===== src/rtl/core/gray_to_feed_rate_mapper_defines.svh =====
// ---------------------------------------------------------------------------
// Gray to feed rate mapper assertion macros
// Concurrent assertion wrappers that compile away under synthesis.
// ---------------------------------------------------------------------------
`ifndef GRAY_TO_FEED_RATE_MAPPER_DEFINES_SVH
`define GRAY_TO_FEED_RATE_MAPPER_DEFINES_SVH

`ifndef SYNTHESIS
`define GTFR_ASSERT_SAME(label, ante, cons) \
    label: assert property (@(posedge i_clk) disable iff (!i_rst_n) (ante) |-> (cons)) \
        else $error("gtfr assertion failed");
`define GTFR_ASSERT_NEXT(label, ante, cons) \
    label: assert property (@(posedge i_clk) disable iff (!i_rst_n) (ante) |=> (cons)) \
        else $error("gtfr assertion failed");
`else
`define GTFR_ASSERT_SAME(label, ante, cons)
`define GTFR_ASSERT_NEXT(label, ante, cons)
`endif

`endif


===== src/rtl/core/gtfr_pkg.sv =====
// ---------------------------------------------------------------------------
// Gray to feed rate mapper package
// Shared widths, register indexes, mode codes and the divider stage type.
// ---------------------------------------------------------------------------
package gtfr_pkg;

    localparam int RATE_W      = 16;
    localparam int GRAY_W      = 8;
    localparam int TAB_ENTRIES = 17;
    localparam int TAB_AW      = 5;
    localparam int NUM_W       = 56;
    localparam int DEN_W       = 32;
    localparam int QUO_W       = 17;
    localparam int CFG_AW      = 2;

    localparam logic [CFG_AW-1:0] REG_SPEED_MODE  = 2'd0;
    localparam logic [CFG_AW-1:0] REG_BLACK_SPEED = 2'd1;
    localparam logic [CFG_AW-1:0] REG_WHITE_SPEED = 2'd2;
    localparam logic [CFG_AW-1:0] REG_CURVE_GAIN  = 2'd3;

    localparam logic [1:0] MODE_LINEAR    = 2'd0;
    localparam logic [1:0] MODE_PARABOLIC = 2'd1;

    localparam logic [RATE_W-1:0] RATE_MAX = '1;

    typedef struct packed {
        logic              vld;
        logic [NUM_W-1:0]  rem;
        logic [DEN_W-1:0]  den;
        logic [QUO_W-1:0]  quo;
        logic              ovf;
        logic              zdiv;
        logic [RATE_W:0]   tab;
    } t_div;

endpackage


===== src/rtl/core/gtfr_div.sv =====
// ---------------------------------------------------------------------------
// Pipelined restoring divider
// One quotient bit per stage, with an overflow check for quotients too wide.
// ---------------------------------------------------------------------------
module gtfr_div (
    input  logic          i_clk,
    input  logic          i_rst_n,
    input  logic          i_en,
    input  gtfr_pkg::t_div i_stage,
    output gtfr_pkg::t_div o_stage
);
    import gtfr_pkg::*;

    t_div r_st [0:QUO_W];
    t_div n_st [0:QUO_W];

    always_comb begin
        n_st[0]     = i_stage;
        n_st[0].quo = '0;
        n_st[0].ovf = i_stage.rem >= ({{(NUM_W-DEN_W){1'b0}}, i_stage.den} << QUO_W);
    end

    for (genvar k = 0; k < QUO_W; k++) begin : g_step
        logic [NUM_W-1:0] w_sub;
        assign w_sub = {{(NUM_W-DEN_W){1'b0}}, r_st[k].den} << (QUO_W-1-k);
        always_comb begin
            n_st[k+1] = r_st[k];
            if (r_st[k].rem >= w_sub) begin
                n_st[k+1].rem = r_st[k].rem - w_sub;
                n_st[k+1].quo[QUO_W-1-k] = 1'b1;
            end
        end
    end

    for (genvar s = 0; s <= QUO_W; s++) begin : g_reg
        always_ff @(posedge i_clk) begin
            if (!i_rst_n) begin
                r_st[s].vld <= 1'b0;
            end else if (i_en) begin
                r_st[s] <= n_st[s];
            end
        end
    end

    assign o_stage = r_st[QUO_W];

endmodule


===== config.mk =====
export PLATFORM = sky130hd
export DESIGN_NAME = gtfr_div
export DESIGN_NICKNAME = d
export VERILOG_FILES = /design/src/rtl/core/gray_to_feed_rate_mapper_defines.svh /design/src/rtl/core/gtfr_pkg.sv /design/src/rtl/core/gtfr_div.sv
export SDC_FILE = /design/constraint.sdc
export NUM_CORES = 2
export LEC_CHECK = 0
export BUFFER_PORTS_ARGS = -buffer_cell sky130_fd_sc_hd__buf_2
export CAP_MARGIN = 10
export CORE_ASPECT_RATIO = 0.7
export CORE_MARGIN = 3
export CORE_UTILIZATION = 50
export CTS_CLUSTER_SIZE = 16
export DETAILED_ROUTE_END_ITERATION = 7
export PLACE_DENSITY_LB_ADDON = 0.15
export SLEW_MARGIN = 20
export SYNTH_ARGS = -nofsm -noshare
export SYNTH_HDL_FRONTEND = slang
export SYNTH_SLANG_ARGS = --single-unit
export TNS_END_PERCENT = 5

===== constraint.sdc =====
create_clock -name i_clk -period 119.3 [get_ports i_clk]
set_input_delay 23.86 -clock i_clk [delete_from_list [all_inputs] [get_ports i_clk]]
set_output_delay 23.86 -clock i_clk [all_outputs]
set_load 0.005 [all_outputs]

**Yosys cells after proc, flatten, opt, wreduce, memory -nomap -nowiden**

Memory sizes are Yosys's and may differ from the RTL's.
Index checks and enable logic that the tools add are counted.
W data, S select, Z words.

- Bits in registers: 0
- RAM bits: 2250
- Output and inout bits: 125
- Word-level logic and storage cells: 110
- Memories: 1

Memories:

| memory | words | width | rd ports | clocked after Yosys merged registers in | write ports | RTL line | text |
|---|---|---|---|---|---|---|---|
| r_st | 18 | 125 | 18 | 0 | 18 | gtfr_div.sv:14 | `t_div r_st [0:QUO_W];` |

- Add/sub/neg operators: 17
- Magnitude comparators: 18
- Multiplexer cells: 56
- Bitwise logic cells: 18

Operators with widths:

| operator | count |
|---|---|
| $mux W56 | 17 |
| $ge A56 B32 Y1 | 1 |
| $ge A56 B33 Y1 | 1 |
| $ge A56 B34 Y1 | 1 |
| $ge A56 B35 Y1 | 1 |
| $ge A56 B36 Y1 | 1 |
| $ge A56 B37 Y1 | 1 |
| $ge A56 B38 Y1 | 1 |
| $ge A56 B39 Y1 | 1 |
| $ge A56 B40 Y1 | 1 |
| $ge A56 B41 Y1 | 1 |
| $ge A56 B42 Y1 | 1 |
| $ge A56 B43 Y1 | 1 |
| $ge A56 B44 Y1 | 1 |
| $ge A56 B45 Y1 | 1 |
| $ge A56 B46 Y1 | 1 |
| $ge A56 B47 Y1 | 1 |
| $ge A56 B48 Y1 | 1 |
| $ge A56 B49 Y1 | 1 |
| $sub A56 B32 Y56 | 1 |
| $sub A56 B33 Y56 | 1 |
| $sub A56 B34 Y56 | 1 |
| $sub A56 B35 Y56 | 1 |
| $sub A56 B36 Y56 | 1 |
| other kinds (14) | 69 |

**Depth between registers and ports, before layout**

- Depth after elaboration: 4
- Depth in mapped cells: 16

**Least setup slack after synthesis**

Ideal clock, no wire load.

- Path type: input-to-reg
- Start: in i_rst_n
- End: mem r_st[0][0] (netlist name), enable pin
- Setup time: 2.746 ns
- Data arrival time: 70.872 ns
- Data required time: 116.554 ns
- Slack: 45.683 ns
- Stages on the path: 2
- Buffers on the path: 1
- Cells stage by stage: clkbuf_1 and2_1

RTL lines:

| item | RTL line | text |
|---|---|---|
| start, declared | gtfr_div.sv:7 | `input logic i_rst_n,` |
| end, declared | gtfr_div.sv:14 |  |

==> flow_metrics.py <==
metrics = {
    "power": {
        "clock_share_of_power_pct": 35.6,
        "vdd_drop_max_mv": 0.0130,
        "netSwitchingFraction_pct": 26.8,
        "p_int_mw": 1.36,
        "pwr_cell_area_nw_per_um2": 15.6,
        "power_frac_seq_pct": 48.5,
        "static-leakage-power_nw": 44.9,
        "comb_power_share_pct": 15.9,
        "switching_power_mw": 0.497,
    },
    "status": {
        "run_status": "completed",
    },
    "worst_setup_path": {
        "worstPathRequired_ns": 119.76,
        "critical_path.max_stage_delay_ns": 0.87,
        "worst_setup_path_start_kind": "primary input",
        "worstPathBufferInverterCount": 8,
        "reg2reg_setup_slack_ns": 113.36,
        "critical-path-top-delay-family": "buffers and inverters",
        "timing.setup.critical_path_class": "primary input to flop",
        "worst_ep_arrival_time_ns": 30.43,
        "crit_path_cell_trace": "buf_2 -> and2_4 -> buf_4 -> buf_12 -> buf_4 -> buf_4 -> buf_4 -> buf_4 -> buf_4",
        "critical_path.endpoint_type": "flop",
        "cpMaxStageDelayCell": "sky130_fd_sc_hd__buf_4",
        "cp_common_cell": "sky130_fd_sc_hd__buf_4",
        "path_max_fanout": 186,
    },
    "clock_network": {
        "clk_transition_reported_paths_ns": 0.06,
        "cts_num_sinks": 2097,
        "cts_repair_resize_count": 0,
        "tritoncts_clock_tree": "yes",
        "holdBufCountCts": 0,
        "htree_levels": 4,
        "numCtsBuffers": 211,
        "cts_root_buffer": "sky130_fd_sc_hd__clkbuf_16",
        "clk_latency_ns": 0.89,
        "cts_post_setup_buffers_inserted": 0,
        "ctsLongestPathBuffers": 4,
    },
    "sta": {
        "final.setup.tns_ns": 0,
        "final_period_minus_worst_setup_slack_ns": 29.98,
        "skew_ns": 0.0840,
        "final_max_slew_viol_count": 0,
        "tightest_slew_ns": 1.33,
        "timing.slew.headroom_pct": 10.8,
        "finalHoldViolCount": 0,
        "unrepaired_setup_endpoints_after_global_routing": "false",
        "finalSetupViolations": 0,
        "final.period_utilization_pct": 25.1,
        "highest_clock_rate_mhz": 33.4,
    },
    "finish": {
        "registers_with_the_most_flip_flops": "r_st (2097)",
        "seq_area_um2": 63000,
        "final_area_um2": 119000,
        "fillCellCount": 18008,
        "design.final.nets": 10277,
        "synthToLayoutAreaGrowth_pct": 10.3,
        "post_route_cells_drive_above_1_share_pct": 7.87,
        "largest_reg_flops": 2097,
        "largest_register": "r_st",
        "area_used_by_multi_input_combinational_logic_um2": 41300,
    },
    "grt": {
        "wire_length_of_the_first_global_routing_pass_um": 429000,
        "grt_antenna_before_repair": 13,
        "vias_in_the_first_global_route": 68522,
        "grt_max_degree": 187,
        "grt_usage_pct": 25.0,
        "grt_residual_overflow": 0,
    },
    "synthesis": {
        "syn-mean-instance-area_um2": 11.6,
        "synth.cell_area_um2": 108000,
        "synthesized_flop_and_latch_total": 2097,
        "syn_inst": 9325,
        "postSynth.topFlopCell": "sky130_fd_sc_hd__edfxtp_1",
        "syn_nets": 10046,
        "warnings_synthesis": 0,
        "synth_edf_count": 2096,
        "async_flop_share_pct": 0,
        "sequential_to_total_area_share_from_yosys_stat_pct": 58.3,
        "ys_types": 97,
    },
    "floorplan": {
        "floorplan.die_area_um2": 222000,
        "design.core.area_um2": 214000,
        "die-width_um": 561,
        "rows": 142,
        "initial_utilization_pct": 50.4,
        "die_height_um": 395,
        "design.portCount": 253,
    },
    "routing": {
        "post-route-drc-count": 0,
        "drt-wirelength-per-cell_um": 22.4,
        "drt_wl_total_um": 283000,
        "dr.first_iter.drc_count": 8989,
        "routed_via_density": 5.89,
        "firstDrtPassIters": 5,
        "drtAntennaViolNets": 0,
        "via_count": 74218,
    },
    "min_path": {
        "worstHoldPathType": "flop to flop",
    },
    "placement": {
        "dpl-instance-area_um2": 112000,
        "dpl.hpwl_um": 216000,
        "io_buffer_count": 234,
        "routabilityCongestion": 0.968,
    },
    "run": {
        "drv_cap": 0,
    },
}
-- synth_stat cells, types with 140 or more instances --
| library cell | count | share of area (%) |
|---|---|---|
| sky130_fd_sc_hd__a21o_1 | 279 | 1.9 |
| sky130_fd_sc_hd__a21oi_1 | 791 | 3.7 |
| sky130_fd_sc_hd__clkbuf_1 | 248 | 0.86 |
| sky130_fd_sc_hd__edfxtp_1 | 2096 | 58 |
| sky130_fd_sc_hd__ha_1 | 576 | 6.7 |
| sky130_fd_sc_hd__inv_1 | 737 | 2.6 |
| sky130_fd_sc_hd__nand2_1 | 750 | 2.6 |
| sky130_fd_sc_hd__nand3_1 | 140 | 0.65 |
| sky130_fd_sc_hd__nor2_1 | 659 | 2.3 |
| sky130_fd_sc_hd__nor3_1 | 155 | 0.72 |
| sky130_fd_sc_hd__o21ai_0 | 586 | 2.7 |
| sky130_fd_sc_hd__xnor2_1 | 405 | 3.3 |
| sky130_fd_sc_hd__xor2_1 | 337 | 2.7 |
-- area by class of cell --
| type | instances | share of cell area (%) |
|---|---|---|
| inverters | 738 | 2.33 |
| diodes | 2 | 0.00420 |
| multi-input cells | 6209 | 34.7 |
| clock buffers | 240 | 4.54 |
| flip-flops and latches | 2097 | 52.9 |
| repair buffers | 299 | 1.40 |
| well taps | 2880 | 3.03 |
| clock inverters | 135 | 1.17 |
-- path summary, 6_finish.rpt --
kind | startpoint | depth (start not counted) | endpoint
setup / recovery | i_en | 9 | r_st[2][12]$_DFFE_PP_
hold / removal | r_st[4][3]$_DFFE_PP_ | 0 | r_st[5][3]$_DFFE_PP_
setup reg to reg | r_st[14][70]$_DFFE_PP_ | 15 | r_st[15][112]$_DFFE_PP_
hold reg to reg | r_st[4][3]$_DFFE_PP_ | 0 | r_st[5][3]$_DFFE_PP_
-- power by group through the flow --
stage | combinational [mW] | clock [mW] | sequential (mW)
CTS | 0.286 | 0.680 | 0.898
global route | 0.324 | 0.711 | 0.902
finish | 0.295 | 0.661 | 0.898
global placement | 0.280 | 0 | 0.913
floorplan | 0.208 | 0 | 0.967
detailed placement | 0.284 | 0 | 0.913
-- metal layers --
layer	wire length [µm]	GRT usage, %	up-vias
met5	56	0	-
met4	4050	4.11	8
met3	32700	7.89	294
met2	96800	28.7	3079
met1	149000	44.0	35958
li1	-	-	34879
-- cell usage in the layout, fill, tap and decap left out, types with 40 or more instances in the layout --
cell / n
sky130_fd_sc_hd__edfxtp_1: 2096
sky130_fd_sc_hd__o21bai_1: 74
sky130_fd_sc_hd__a21oi_1: 789
sky130_fd_sc_hd__xor2_1: 337
sky130_fd_sc_hd__and3_1: 83
sky130_fd_sc_hd__or4_1: 46
sky130_fd_sc_hd__nand2b_1: 94
sky130_fd_sc_hd__o21ai_0: 582
sky130_fd_sc_hd__inv_1: 736
sky130_fd_sc_hd__nand4_1: 120
sky130_fd_sc_hd__mux2_2: 70
sky130_fd_sc_hd__o31ai_1: 45
sky130_fd_sc_hd__nor2_1: 659
sky130_fd_sc_hd__buf_4: 64
sky130_fd_sc_hd__nor2b_1: 93
sky130_fd_sc_hd__a31oi_1: 72
sky130_fd_sc_hd__nand3_1: 139
sky130_fd_sc_hd__a211oi_1: 52
sky130_fd_sc_hd__clkinv_2: 40
sky130_fd_sc_hd__a21o_1: 279
sky130_fd_sc_hd__nand2_1: 750
sky130_fd_sc_hd__ha_1: 576
sky130_fd_sc_hd__buf_2: 234
sky130_fd_sc_hd__nor3_1: 154
sky130_fd_sc_hd__xnor2_1: 405
sky130_fd_sc_hd__or3_1: 60
sky130_fd_sc_hd__clkbuf_16: 212
sky130_fd_sc_hd__o211ai_1: 48
sky130_fd_sc_hd__nor4_1: 114
sky130_fd_sc_hd__o21a_1: 71
-- metrics by stage --
stage          setup slack (ns)  std cells  total power [mW]  hold slack [ns]  util (%)
2_1_floorplan             45.68       9325              1.17            0.400         -
3_3_place_gp              88.61      12223              1.19            0.400      52.4
3_5_place_dp              88.33      12223              1.20            0.405      52.4
4_1_cts                   89.29      12598              1.86            0.393      55.6
5_1_grt                   88.68      12598              1.94            0.387      55.6
6_report                  89.32      12600              1.85            0.381      55.6
-- worst reg2reg max path, delay by kind of cell (launching register included) --
kind	cells	cell delay, ns
AOI/OAI and AO/OA	6	2.92
adders and majority gates	2	0.58
and+or+nand+nor	2	0.45
DFF	1	0.39
xor gates and xnor gates	1	0.20
buffers and inverters	4	1.17
-- logic make-up after synthesis --
family | Yosys count | share of synthesized area, %
adder cells (fa/ha/maj) | 593 | 6.99
multiplexers | 76 | 0.800
AND/OR/NAND/NOR | 2519 | 11.3
flip-flops | 2097 | 58.3
buffers and inverters | 1019 | 3.57
XOR/XNOR | 742 | 6.02
AO/OA/AOI/OAI | 2279 | 12.9
Note: power is estimated with default switching activity, not from simulation.
